### src/rtl/bdtq_pkg.sv
// Shared types and constants for the batching drop-tail queue.
// Used by every module of the block; depends on nothing.
`default_nettype none

package bdtq_pkg;

   // Storage geometry
   localparam int QUEUE_DEPTH = 64;
   localparam int IDX_W       = $clog2(QUEUE_DEPTH);
   localparam int CNT_W       = $clog2(QUEUE_DEPTH + 1);

   // Field widths
   localparam int TAG_W      = 16;
   localparam int BYTES_W    = 16;
   localparam int TOTAL_W    = 22;
   localparam int TIME_W     = 32;
   localparam int ACTION_W   = 2;
   localparam int KIND_W     = 3;
   localparam int LIMIT_W    = 7;
   localparam int MEAN_W     = 16;
   localparam int TIMEOUT_W  = 32;
   localparam int BATCH_W    = 24;
   localparam int LIM_W      = LIMIT_W + MEAN_W;
   localparam int CSR_IDX_W  = 3;
   localparam int CSR_DATA_W = 32;

   // Request action codes
   localparam logic [ACTION_W-1:0] ACT_ENQUEUE = 2'd0;
   localparam logic [ACTION_W-1:0] ACT_DEQUEUE = 2'd1;
   localparam logic [ACTION_W-1:0] ACT_SHRINK  = 2'd2;

   // Configuration register indexes
   localparam logic [CSR_IDX_W-1:0] CSR_LIMIT_PACKETS    = 3'd0;
   localparam logic [CSR_IDX_W-1:0] CSR_MEAN_PACKET_SIZE = 3'd1;
   localparam logic [CSR_IDX_W-1:0] CSR_COUNT_IN_BYTES   = 3'd2;
   localparam logic [CSR_IDX_W-1:0] CSR_DROP_FROM_FRONT  = 3'd3;
   localparam logic [CSR_IDX_W-1:0] CSR_BATCH_TIMEOUT    = 3'd4;
   localparam logic [CSR_IDX_W-1:0] CSR_BATCH_BYTES      = 3'd5;

   typedef enum logic [1:0] {
      OP_ENQUEUE,
      OP_DEQUEUE,
      OP_SHRINK
   } op_type;

   typedef enum logic [KIND_W-1:0] {
      KIND_ACCEPTED    = 3'd0,
      KIND_DROPPED     = 3'd1,
      KIND_SENT        = 3'd2,
      KIND_DEFERRED    = 3'd3,
      KIND_EMPTY       = 3'd4,
      KIND_SHRINK_DONE = 3'd5
   } kind_type;

   // Command handed from the front to the back
   typedef struct packed {
      op_type              op;
      logic [TAG_W-1:0]    tag;
      logic [BYTES_W-1:0]  bytes;
      logic [TIME_W-1:0]   now_time;
   } cmd_type;

   // Configuration as seen by the back
   typedef struct packed {
      logic [LIMIT_W-1:0]   limit_packets;
      logic                 count_in_bytes;
      logic                 drop_from_front;
      logic [TIMEOUT_W-1:0] batch_timeout;
      logic [BATCH_W-1:0]   batch_bytes;
      logic [LIM_W-1:0]     lim_bytes;
   } cfg_type;

   // One result
   typedef struct packed {
      kind_type            result_kind;
      logic [TAG_W-1:0]    out_tag;
      logic [BYTES_W-1:0]  out_bytes;
      logic                last_of_run;
      logic [CNT_W-1:0]    queue_count;
      logic [TOTAL_W-1:0]  queue_total_bytes;
      logic                timer_request;
   } rsp_type;

endpackage

`default_nettype wire

### src/rtl/batching_drop_tail_queue_top.sv
// Top level of the batching drop-tail packet queue.
// Depends on bdtq_pkg, bdtq_csr, bdtq_front, bdtq_cmd_queue and bdtq_back.
//
//   channel  | handshake           | payload
//   ---------+---------------------+---------------------------------------------
//   req      | push / full         | action, in_tag, in_bytes, now_time
//   rsp      | pop / empty         | result_kind, out_tag, out_bytes, last_of_run,
//            |                     | queue_count, queue_total_bytes, timer_request
//   csr      | valid / ready       | index, data (ready is always high)
//
// Each request is loaded in the idle state, which pops it from the command
// queue and starts the packet-store read, and committed in the exec state. A
// shrink stays in exec as it drops packets, paced by the registered store read.
// The two-entry command queue keeps taking requests while the back end is busy.
// A result that is not popped holds the back end at its commit cycle.
// Reset is synchronous; the packet store is not cleared and needs no sweep.
`default_nettype none

module batching_drop_tail_queue_top import bdtq_pkg::*; (
   input  logic                  clock,
   input  logic                  reset,
   // request channel
   input  logic                  req_push,
   output logic                  req_full,
   input  logic [ACTION_W-1:0]   req_action,
   input  logic [TAG_W-1:0]      req_in_tag,
   input  logic [BYTES_W-1:0]    req_in_bytes,
   input  logic [TIME_W-1:0]     req_now_time,
   // result channel
   output logic                  rsp_empty,
   input  logic                  rsp_pop,
   output logic [KIND_W-1:0]     rsp_result_kind,
   output logic [TAG_W-1:0]      rsp_out_tag,
   output logic [BYTES_W-1:0]    rsp_out_bytes,
   output logic                  rsp_last_of_run,
   output logic [CNT_W-1:0]      rsp_queue_count,
   output logic [TOTAL_W-1:0]    rsp_queue_total_bytes,
   output logic                  rsp_timer_request,
   // configuration channel
   input  logic                  csr_valid,
   output logic                  csr_ready,
   input  logic [CSR_IDX_W-1:0]  csr_index,
   input  logic [CSR_DATA_W-1:0] csr_data
);

   cfg_type cfg;
   cmd_type push_cmd;
   cmd_type head_cmd;
   rsp_type rsp;
   logic    q_push, q_full, q_pop, q_empty;

   // configuration registers and registered byte limit
   bdtq_csr u_csr (
      .clock     (clock),
      .reset     (reset),
      .csr_valid (csr_valid),
      .csr_ready (csr_ready),
      .csr_index (csr_index),
      .csr_data  (csr_data),
      .cfg       (cfg)
   );

   // classify the request and drop undefined actions
   bdtq_front u_front (
      .req_push     (req_push),
      .req_full     (req_full),
      .req_action   (req_action),
      .req_in_tag   (req_in_tag),
      .req_in_bytes (req_in_bytes),
      .req_now_time (req_now_time),
      .q_full       (q_full),
      .q_push       (q_push),
      .q_cmd        (push_cmd)
   );

   // decouple the front from the back
   bdtq_cmd_queue u_cmd_queue (
      .clock    (clock),
      .reset    (reset),
      .push     (q_push),
      .push_cmd (push_cmd),
      .full     (q_full),
      .pop      (q_pop),
      .empty    (q_empty),
      .head_cmd (head_cmd)
   );

   // execute commands against the packet store
   bdtq_back u_back (
      .clock     (clock),
      .reset     (reset),
      .cfg       (cfg),
      .cmd_empty (q_empty),
      .cmd_head  (head_cmd),
      .cmd_pop   (q_pop),
      .rsp_pop   (rsp_pop),
      .rsp_empty (rsp_empty),
      .rsp       (rsp)
   );

   // drive the result ports from the result register
   assign rsp_result_kind       = rsp.result_kind;
   assign rsp_out_tag           = rsp.out_tag;
   assign rsp_out_bytes         = rsp.out_bytes;
   assign rsp_last_of_run       = rsp.last_of_run;
   assign rsp_queue_count       = rsp.queue_count;
   assign rsp_queue_total_bytes = rsp.queue_total_bytes;
   assign rsp_timer_request     = rsp.timer_request;

endmodule

`default_nettype wire

### src/rtl/bdtq_csr.sv
// Configuration registers and the registered byte limit.
// Depends on bdtq_pkg.
`default_nettype none

module bdtq_csr import bdtq_pkg::*; (
   input  logic                  clock,
   input  logic                  reset,
   input  logic                  csr_valid,
   output logic                  csr_ready,
   input  logic [CSR_IDX_W-1:0]  csr_index,
   input  logic [CSR_DATA_W-1:0] csr_data,
   output cfg_type               cfg
);

   logic [LIMIT_W-1:0]   limit_ff;
   logic [MEAN_W-1:0]    mean_ff;
   logic                 in_bytes_ff;
   logic                 front_ff;
   logic [TIMEOUT_W-1:0] timeout_ff;
   logic [BATCH_W-1:0]   batch_ff;
   logic [LIM_W-1:0]     lim_bytes_ff;
   logic [LIM_W-1:0]     lim_bytes_in;
   logic                 wr;

   assign csr_ready    = 1'b1;
   assign wr           = csr_valid && csr_ready;
   assign lim_bytes_in = LIM_W'(limit_ff) * LIM_W'(mean_ff);

   always_ff @(posedge clock) begin
      if (reset) begin
         limit_ff     <= LIMIT_W'(50);
         mean_ff      <= MEAN_W'(500);
         in_bytes_ff  <= 1'b0;
         front_ff     <= 1'b0;
         timeout_ff   <= TIMEOUT_W'(1000);
         batch_ff     <= '0;
         lim_bytes_ff <= LIM_W'(25000);
      end else begin
         lim_bytes_ff <= lim_bytes_in;
         if (wr) begin
            case (csr_index)
               CSR_LIMIT_PACKETS:    limit_ff    <= csr_data[LIMIT_W-1:0];
               CSR_MEAN_PACKET_SIZE: mean_ff     <= csr_data[MEAN_W-1:0];
               CSR_COUNT_IN_BYTES:   in_bytes_ff <= csr_data[0];
               CSR_DROP_FROM_FRONT:  front_ff    <= csr_data[0];
               CSR_BATCH_TIMEOUT:    timeout_ff  <= csr_data[TIMEOUT_W-1:0];
               CSR_BATCH_BYTES:      batch_ff    <= csr_data[BATCH_W-1:0];
               default: ;
            endcase
         end
      end
   end

   always_comb begin
      cfg.limit_packets   = limit_ff;
      cfg.count_in_bytes  = in_bytes_ff;
      cfg.drop_from_front = front_ff;
      cfg.batch_timeout   = timeout_ff;
      cfg.batch_bytes     = batch_ff;
      cfg.lim_bytes       = lim_bytes_ff;
   end

endmodule

`default_nettype wire

### src/rtl/bdtq_front.sv
// Front end: takes requests, classifies the action, drops undefined codes.
// Depends on bdtq_pkg; feeds bdtq_cmd_queue.
`default_nettype none

module bdtq_front import bdtq_pkg::*; (
   input  logic                req_push,
   output logic                req_full,
   input  logic [ACTION_W-1:0] req_action,
   input  logic [TAG_W-1:0]    req_in_tag,
   input  logic [BYTES_W-1:0]  req_in_bytes,
   input  logic [TIME_W-1:0]   req_now_time,
   input  logic                q_full,
   output logic                q_push,
   output cmd_type             q_cmd
);

   logic known;

   assign req_full = q_full;

   always_comb begin
      known    = 1'b1;
      q_cmd.op = OP_ENQUEUE;
      case (req_action)
         ACT_ENQUEUE: q_cmd.op = OP_ENQUEUE;
         ACT_DEQUEUE: q_cmd.op = OP_DEQUEUE;
         ACT_SHRINK:  q_cmd.op = OP_SHRINK;
         default:     known    = 1'b0;
      endcase
      q_cmd.tag      = req_in_tag;
      q_cmd.bytes    = req_in_bytes;
      q_cmd.now_time = req_now_time;
      // accept an undefined action but drop it here
      q_push = req_push && !q_full && known;
   end

endmodule

`default_nettype wire

### src/rtl/bdtq_cmd_queue.sv
// Two-entry command queue between the front and the back.
// Depends on bdtq_pkg.
`default_nettype none

module bdtq_cmd_queue import bdtq_pkg::*; (
   input  logic    clock,
   input  logic    reset,
   input  logic    push,
   input  cmd_type push_cmd,
   output logic    full,
   input  logic    pop,
   output logic    empty,
   output cmd_type head_cmd
);

   cmd_type    slot_ff [2];
   logic       wr_ptr_ff, wr_ptr_in;
   logic       rd_ptr_ff, rd_ptr_in;
   logic [1:0] fill_ff, fill_in;
   logic       do_push, do_pop;

   assign full     = (fill_ff == 2'd2);
   assign empty    = (fill_ff == 2'd0);
   assign head_cmd = slot_ff[rd_ptr_ff];
   assign do_push  = push && !full;
   assign do_pop   = pop && !empty;

   always_comb begin
      wr_ptr_in = do_push ? !wr_ptr_ff : wr_ptr_ff;
      rd_ptr_in = do_pop ? !rd_ptr_ff : rd_ptr_ff;
      fill_in   = fill_ff + 2'(do_push) - 2'(do_pop);
   end

   always_ff @(posedge clock) begin
      if (reset) begin
         wr_ptr_ff <= 1'b0;
         rd_ptr_ff <= 1'b0;
         fill_ff   <= 2'd0;
      end else begin
         wr_ptr_ff <= wr_ptr_in;
         rd_ptr_ff <= rd_ptr_in;
         fill_ff   <= fill_in;
      end
      if (do_push) begin
         slot_ff[wr_ptr_ff] <= push_cmd;
      end
   end

endmodule

`default_nettype wire

### src/rtl/bdtq_back.sv
// Back end: packet store, queue state, send pacing and the result register.
// Depends on bdtq_pkg; takes commands from bdtq_cmd_queue.
`default_nettype none

module bdtq_back import bdtq_pkg::*; (
   input  logic    clock,
   input  logic    reset,
   input  cfg_type cfg,
   input  logic    cmd_empty,
   input  cmd_type cmd_head,
   output logic    cmd_pop,
   input  logic    rsp_pop,
   output logic    rsp_empty,
   output rsp_type rsp
);

   typedef enum logic {ST_IDLE, ST_EXEC} state_type;

   typedef struct packed {
      logic [TAG_W-1:0]   tag;
      logic [BYTES_W-1:0] size;
   } entry_type;

   localparam logic [IDX_W-1:0] SHRINK_MAX = IDX_W'(QUEUE_DEPTH - 1);

   entry_type             mem [QUEUE_DEPTH];
   entry_type             rd_ff;
   entry_type             wr_entry;
   logic [IDX_W-1:0]      wr_addr, rd_addr;
   logic                  mem_we, mem_re;

   state_type             state_ff, state_in;
   cmd_type               cmd_ff, cmd_in;
   logic [IDX_W-1:0]      head_ff, head_in;
   logic [CNT_W-1:0]      count_ff, count_in;
   logic [TOTAL_W-1:0]    total_ff, total_in;
   logic                  burst_ff, burst_in;
   logic [TIME_W-1:0]     last_send_ff, last_send_in;
   logic                  pending_ff, pending_in;
   logic [IDX_W-1:0]      k_ff, k_in;
   rsp_type               rsp_ff, rsp_in;
   logic                  rsp_valid_ff, rsp_valid_in;

   logic                  out_free;
   logic                  emit;
   rsp_type               rsp_new;
   logic [LIM_W-1:0]      enq_sum;
   logic                  overflow;
   logic [TIME_W-1:0]     elapsed;
   logic                  defer;
   logic                  over_limit;
   logic                  shrink_more;
   logic                  shrink_tail;

   assign out_free  = !rsp_valid_ff || rsp_pop;
   assign rsp_empty = !rsp_valid_ff;
   assign rsp       = rsp_ff;

   always_comb begin
      enq_sum  = LIM_W'(total_ff) + LIM_W'(cmd_ff.bytes);
      overflow = cfg.count_in_bytes ? (enq_sum >= cfg.lim_bytes)
               : ((CNT_W+1)'(count_ff) + (CNT_W+1)'(1) >= (CNT_W+1)'(cfg.limit_packets));
      if (count_ff == CNT_W'(QUEUE_DEPTH)) begin
         overflow = 1'b1;
      end
      elapsed     = cmd_ff.now_time - last_send_ff;
      defer       = !burst_ff && (elapsed < cfg.batch_timeout)
                 && (BATCH_W'(total_ff) < cfg.batch_bytes);
      over_limit  = cfg.count_in_bytes ? (LIM_W'(total_ff) > cfg.lim_bytes)
                  : (count_ff > cfg.limit_packets);
      shrink_more = (k_ff < SHRINK_MAX) && (count_ff != '0) && over_limit;
   end

   always_comb begin
      state_in     = state_ff;
      cmd_in       = cmd_ff;
      head_in      = head_ff;
      count_in     = count_ff;
      total_in     = total_ff;
      burst_in     = burst_ff;
      last_send_in = last_send_ff;
      pending_in   = pending_ff;
      k_in         = k_ff;
      cmd_pop      = 1'b0;
      mem_we       = 1'b0;
      mem_re       = 1'b0;
      wr_addr      = head_ff + count_ff[IDX_W-1:0];
      wr_entry     = '{tag: cmd_ff.tag, size: cmd_ff.bytes};
      emit         = 1'b0;
      rsp_new      = '{result_kind: KIND_ACCEPTED, last_of_run: 1'b1, default: '0};

      case (state_ff)
         ST_IDLE: begin
            // load the next command and start the store read it needs
            if (!cmd_empty) begin
               cmd_pop  = 1'b1;
               cmd_in   = cmd_head;
               k_in     = '0;
               mem_re   = 1'b1;
               state_in = ST_EXEC;
            end
         end
         ST_EXEC: begin
            if (out_free) begin
               emit     = 1'b1;
               state_in = ST_IDLE;
               case (cmd_ff.op)
                  OP_ENQUEUE: begin
                     if (!overflow) begin
                        mem_we   = 1'b1;
                        count_in = count_ff + CNT_W'(1);
                        total_in = total_ff + TOTAL_W'(cmd_ff.bytes);
                     end else if (cfg.drop_from_front && count_ff != '0) begin
                        // head was read at load; drop it and append the newcomer at the tail
                        mem_we              = 1'b1;
                        head_in             = head_ff + IDX_W'(1);
                        total_in            = total_ff - TOTAL_W'(rd_ff.size)
                                            + TOTAL_W'(cmd_ff.bytes);
                        rsp_new.result_kind = KIND_DROPPED;
                        rsp_new.out_tag     = rd_ff.tag;
                        rsp_new.out_bytes   = rd_ff.size;
                     end else begin
                        rsp_new.result_kind = KIND_DROPPED;
                        rsp_new.out_tag     = cmd_ff.tag;
                        rsp_new.out_bytes   = cmd_ff.bytes;
                     end
                  end
                  OP_DEQUEUE: begin
                     if (defer) begin
                        pending_in            = 1'b1;
                        rsp_new.result_kind   = KIND_DEFERRED;
                        rsp_new.timer_request = !pending_ff;
                     end else begin
                        last_send_in = cmd_ff.now_time;
                        pending_in   = 1'b0;
                        if (count_ff == '0) begin
                           burst_in            = 1'b0;
                           rsp_new.result_kind = KIND_EMPTY;
                        end else begin
                           head_in             = head_ff + IDX_W'(1);
                           count_in            = count_ff - CNT_W'(1);
                           total_in            = total_ff - TOTAL_W'(rd_ff.size);
                           burst_in            = (count_ff != CNT_W'(1));
                           rsp_new.result_kind = KIND_SENT;
                           rsp_new.out_tag     = rd_ff.tag;
                           rsp_new.out_bytes   = rd_ff.size;
                        end
                     end
                  end
                  OP_SHRINK: begin
                     if (shrink_more) begin
                        if (cfg.drop_from_front) begin
                           head_in = head_ff + IDX_W'(1);
                        end
                        count_in            = count_ff - CNT_W'(1);
                        total_in            = total_ff - TOTAL_W'(rd_ff.size);
                        k_in                = k_ff + IDX_W'(1);
                        mem_re              = 1'b1;
                        state_in            = ST_EXEC;
                        rsp_new.result_kind = KIND_DROPPED;
                        rsp_new.out_tag     = rd_ff.tag;
                        rsp_new.out_bytes   = rd_ff.size;
                        rsp_new.last_of_run = 1'b0;
                     end else begin
                        rsp_new.result_kind = KIND_SHRINK_DONE;
                     end
                  end
                  default: emit = 1'b0;
               endcase
            end
         end
         default: state_in = ST_IDLE;
      endcase

      rsp_new.queue_count       = count_in;
      rsp_new.queue_total_bytes = total_in;
      rsp_in       = emit ? rsp_new : rsp_ff;
      rsp_valid_in = emit || (rsp_valid_ff && !rsp_pop);

      // read address follows the state as it will be after this cycle
      shrink_tail = (cmd_in.op == OP_SHRINK) && !cfg.drop_from_front;
      rd_addr     = shrink_tail ? head_in + count_in[IDX_W-1:0] - IDX_W'(1) : head_in;
   end

   always_ff @(posedge clock) begin
      if (reset) begin
         state_ff     <= ST_IDLE;
         head_ff      <= '0;
         count_ff     <= '0;
         total_ff     <= '0;
         burst_ff     <= 1'b0;
         last_send_ff <= '0;
         pending_ff   <= 1'b0;
         k_ff         <= '0;
         rsp_valid_ff <= 1'b0;
      end else begin
         state_ff     <= state_in;
         head_ff      <= head_in;
         count_ff     <= count_in;
         total_ff     <= total_in;
         burst_ff     <= burst_in;
         last_send_ff <= last_send_in;
         pending_ff   <= pending_in;
         k_ff         <= k_in;
         rsp_valid_ff <= rsp_valid_in;
      end
      cmd_ff <= cmd_in;
      rsp_ff <= rsp_in;
   end

   always_ff @(posedge clock) begin
      if (mem_we) begin
         mem[wr_addr] <= wr_entry;
      end
      if (mem_re) begin
         rd_ff <= mem[rd_addr];
      end
   end

endmodule

`default_nettype wire

### config.mk
export PLATFORM = sky130hd
export DESIGN_NAME = batching_drop_tail_queue_top
export DESIGN_NICKNAME = d
export VERILOG_FILES = /design/src/rtl/bdtq_pkg.sv /design/src/rtl/batching_drop_tail_queue_top.sv /design/src/rtl/bdtq_csr.sv /design/src/rtl/bdtq_front.sv /design/src/rtl/bdtq_cmd_queue.sv /design/src/rtl/bdtq_back.sv
export SDC_FILE = /design/constraint.sdc
export NUM_CORES = 2
export LEC_CHECK = 0
export BUFFER_PORTS_ARGS = -buffer_cell sky130_fd_sc_hd__buf_2
export CORE_MARGIN = 10
export CORE_UTILIZATION = 25
export CTS_BUF_LIST = sky130_fd_sc_hd__clkbuf_4
export CTS_CLUSTER_SIZE = 24
export DETAILED_ROUTE_END_ITERATION = 8
export PLACE_DENSITY_LB_ADDON = 0.15
export SLEW_MARGIN = 20
export SYNTH_ARGS = -nofsm -noshare
export SYNTH_HDL_FRONTEND = slang
export SYNTH_SLANG_ARGS = --single-unit
### constraint.sdc
create_clock -name clock -period 12.6 [get_ports clock]
set_input_delay 1.26 -clock clock [delete_from_list [all_inputs] [get_ports clock]]
set_output_delay 1.26 -clock clock [all_outputs]
set_load 0.1 [all_outputs]
==> results.yml <==
floorplanning:
  start_util_pct: 25.1
  dieArea_um2: 461000
  core-area_um2: 432000
  pin_count: 175
  die_h_um: 679
  die_w_um: 679
  rows: 241
route:
  drt_pre_antenna_iters: 6
  met2WireLength_mm: 191
  drcViolationCount: 0
  top_layer: "met5"
  vias: 74650
  wl_met1_mm: 174
  vias_per_cell: 4.83
  routed_wl_mm: 393
  wl_met3_mm: 19.3
  wl_per_cell_um: 25.4
  ant_nets: 0
  drtIter0Drc: 5839
sta:
  skew_ps: 252
  min_period_ps: 11800
  hold_viol_final: 0
  rsz0062_at_grt: "false"
  tightest_slew_ps: 1140
  whs_ps: 279
  setup_tns_ps: 0
  max_freq_mhz: 84.8
  slew-limit-headroom_pct: 24.0
  finalWorstSetupSlack_ps: 802
  fin_crit_sh_pct: 93.6
  finalMaxSlewViolations: 0
  setup_viol: 0
setup_path:
  slowest_stage: "o21ai_0"
  cpLargestDelayFamily: "compound AO/OA/AOI/OAI gates"
  path_common_cell: "o21ai_0"
  crit_type: "reg -> reg"
  cp_num_buf_inv: 6
  r2r_start: "u_back.cmd_ff[0]$_DFFE_PP_"
  crit_required_ps: 13950
  slowest_delay_ps: 660
  worstPathMaxFanout: 67
  worstReg2RegEnd: "u_back.rd_ff[7]$_DFFE_PP_"
  crit_path_start_kind: "flip-flop"
  crit_path_end_kind: "flip-flop"
  rr_worst_depth: 42
  rrSetupSlack_ps: 800
  crit_arrival_ps: 13150
run_status:
  status: "finished clean"
logic_synthesis:
  ys_ff_latch: 2530
  syn_area_um2: 109000
  syn_avg_cell_area_um2: 12.9
  async_flop_share_pct: 0
  synth_cells: 8439
  seq_area_frac_synth_pct: 68.3
  ys_warn_count: 0
  synth_top_area_share_pct: 64.8
  synth_area_leaders: "edfxtp_1 65%, nand2_1 5.7%, dfxtp_1 3.5%"
  ys_types: 96
  ys_top_cells_by_count: "2342 x edfxtp_1, 1640 x nand2_1, 540 x a21oi_1, 500 x nand3_1, 369 x clkbuf_1"
  synth-main-ff-cell: "edfxtp_1"
  synth.most_common_cell: "edfxtp_1"
  synth_edf_count: 2342
  syn-num-nets: 8872
  yosys.area.top_type: "edfxtp_1"
placed_design:
  hpwl_mm: 240
  placed_cell_area_um2: 118000
  port_buffers: 173
  pre_cts_ws_ps: 587
  placed_cells: 14090
  place_congestion: 0.797
global_route:
  grt_max_degree: 121
  antenna_found_initial: 36
  grt_pass1_wl_mm: 556
  grt_pass1_vias: 74528
  grt_usage_pct: 16.3
  grt_overflow: 0
clock_network:
  clk_path_buf_depth: 4
  clockRootBuffer: "clkbuf_4"
  cts_made_buffers: 706
  cts_setup_buffers: 0
  htree_levels: 6
  clock_sinks: 2530
  clk_latency_ps: 1640
  cts_tree: "built"
  clk_pin_slew_ps: 60
finish:
  utilization_pct: 29.7
  drive_above_1_share_pct: 19.1
  fin_nets: 9626
  area_delta_synth_final_pct: 18.2
  stdcell_count: 15471
  nFillCells: 44000
  fin_area_um2: 128000
min_path:
  whs_endpoint: "u_back.last_send_ff[16]$_SDFFE_PP0P_"
  min_path_cells: 2
  min_path_type: "in -> reg"
  min_from: "reset"
power_and_ir_drop:
  p_leak_nw: 45.3
  finalPower_mw: 36.7
  ir_worst_vdd_mv: 0.234
  power.density_nw_per_um2: 286
job:
  maxCapViolations: 0
[per-layer routing]
metal / up-vias / track usage, %
met2: 2317 / 27.8
met4: 4 / 4.20
met5: - / 0
met1: 38236 / 21.7
met3: 578 / 2.49
li1: 33515 / -
[logic make-up after synthesis]
| group | synth area share (%) |
|---|---|
| AOI/OAI and AO/OA | 9.94 |
| DFF | 68.3 |
| xor gates and xnor gates | 1.00 |
| other | 0.00345 |
| buffers and inverters | 2.80 |
| and+or+nand+nor | 12.1 |
| adders and majority gates | 4.29 |
| muxes | 1.64 |
[worst max path at each step]
| stage | from | depth (start not counted) | endpoint |
|---|---|---|---|
| floorplan | u_back.cmd_ff[0]$_DFFE_PP_ | 46 | u_back.rd_ff[21]$_DFFE_PP_ |
| global placement | u_back.cmd_ff[0]$_DFFE_PP_ | 43 | u_back.rd_ff[28]$_DFFE_PP_ |
| detailed placement | u_back.cmd_ff[0]$_DFFE_PP_ | 45 | u_back.rd_ff[28]$_DFFE_PP_ |
| CTS | u_back.cmd_ff[0]$_DFFE_PP_ | 45 | u_back.rd_ff[28]$_DFFE_PP_ |
| global route | u_back.cmd_ff[0]$_DFFE_PP_ | 42 | u_back.rd_ff[7]$_DFFE_PP_ |
| finish | u_back.cmd_ff[0]$_DFFE_PP_ | 42 | u_back.rd_ff[7]$_DFFE_PP_ |
[power by group]
group | switching [mW] | internal, mW
sequential | 0.427 | 10.4
clock | 3.65 | 4.02
combinational | 12.6 | 5.52
[registers in the layout, indices dropped and copies added (netlist names), 7 cells and up, named ones only]
signal and flops:
u_back.mem 2048, u_cmd_queue.slot_ff 132, u_back.cmd_ff 66, u_back.rsp 66, u_back.last_send_ff 32, u_back.rd_ff 32, u_csr.timeout_ff 32, u_csr.batch_ff 24
u_csr.lim_bytes_ff 23, u_back.total_ff 22, u_csr.mean_ff 16, u_back.count_ff 7, u_csr.limit_ff 7
[final cells by class]
| cell class | count | area, um2 | area share, % |
|---|---|---|---|
| antenna | 20 | 50.0 | 0.0390 |
| clock buffer | 1067 | 8010 | 6.24 |
| clock inverter | 189 | 1150 | 0.894 |
| inverter | 249 | 940 | 0.732 |
| multi-input combinational | 5136 | 32100 | 25.0 |
| sequential | 2530 | 74100 | 57.7 |
| tap | 5710 | 7140 | 5.57 |
| timing repair buffer | 570 | 4850 | 3.78 |
[what timing repair did]
action,CTS,global route
hold buffers,105,0
endpoints found under the setup margin,0,5
gates resized for setup,0,1
endpoints found under the hold margin,215,0
[layout by cell type, fill, tap and decap left out, types with 187 or more instances in the layout]
cell	instances
edfxtp_1	2342
nand2_1	1638
clkbuf_4	1067
a21oi_1	540
nand3_1	499
ha_1	252
inv_1	247
buf_4	234
nor2_1	210
dfxtp_1	187
No activity file was read; power rests on OpenSTA's default activity.
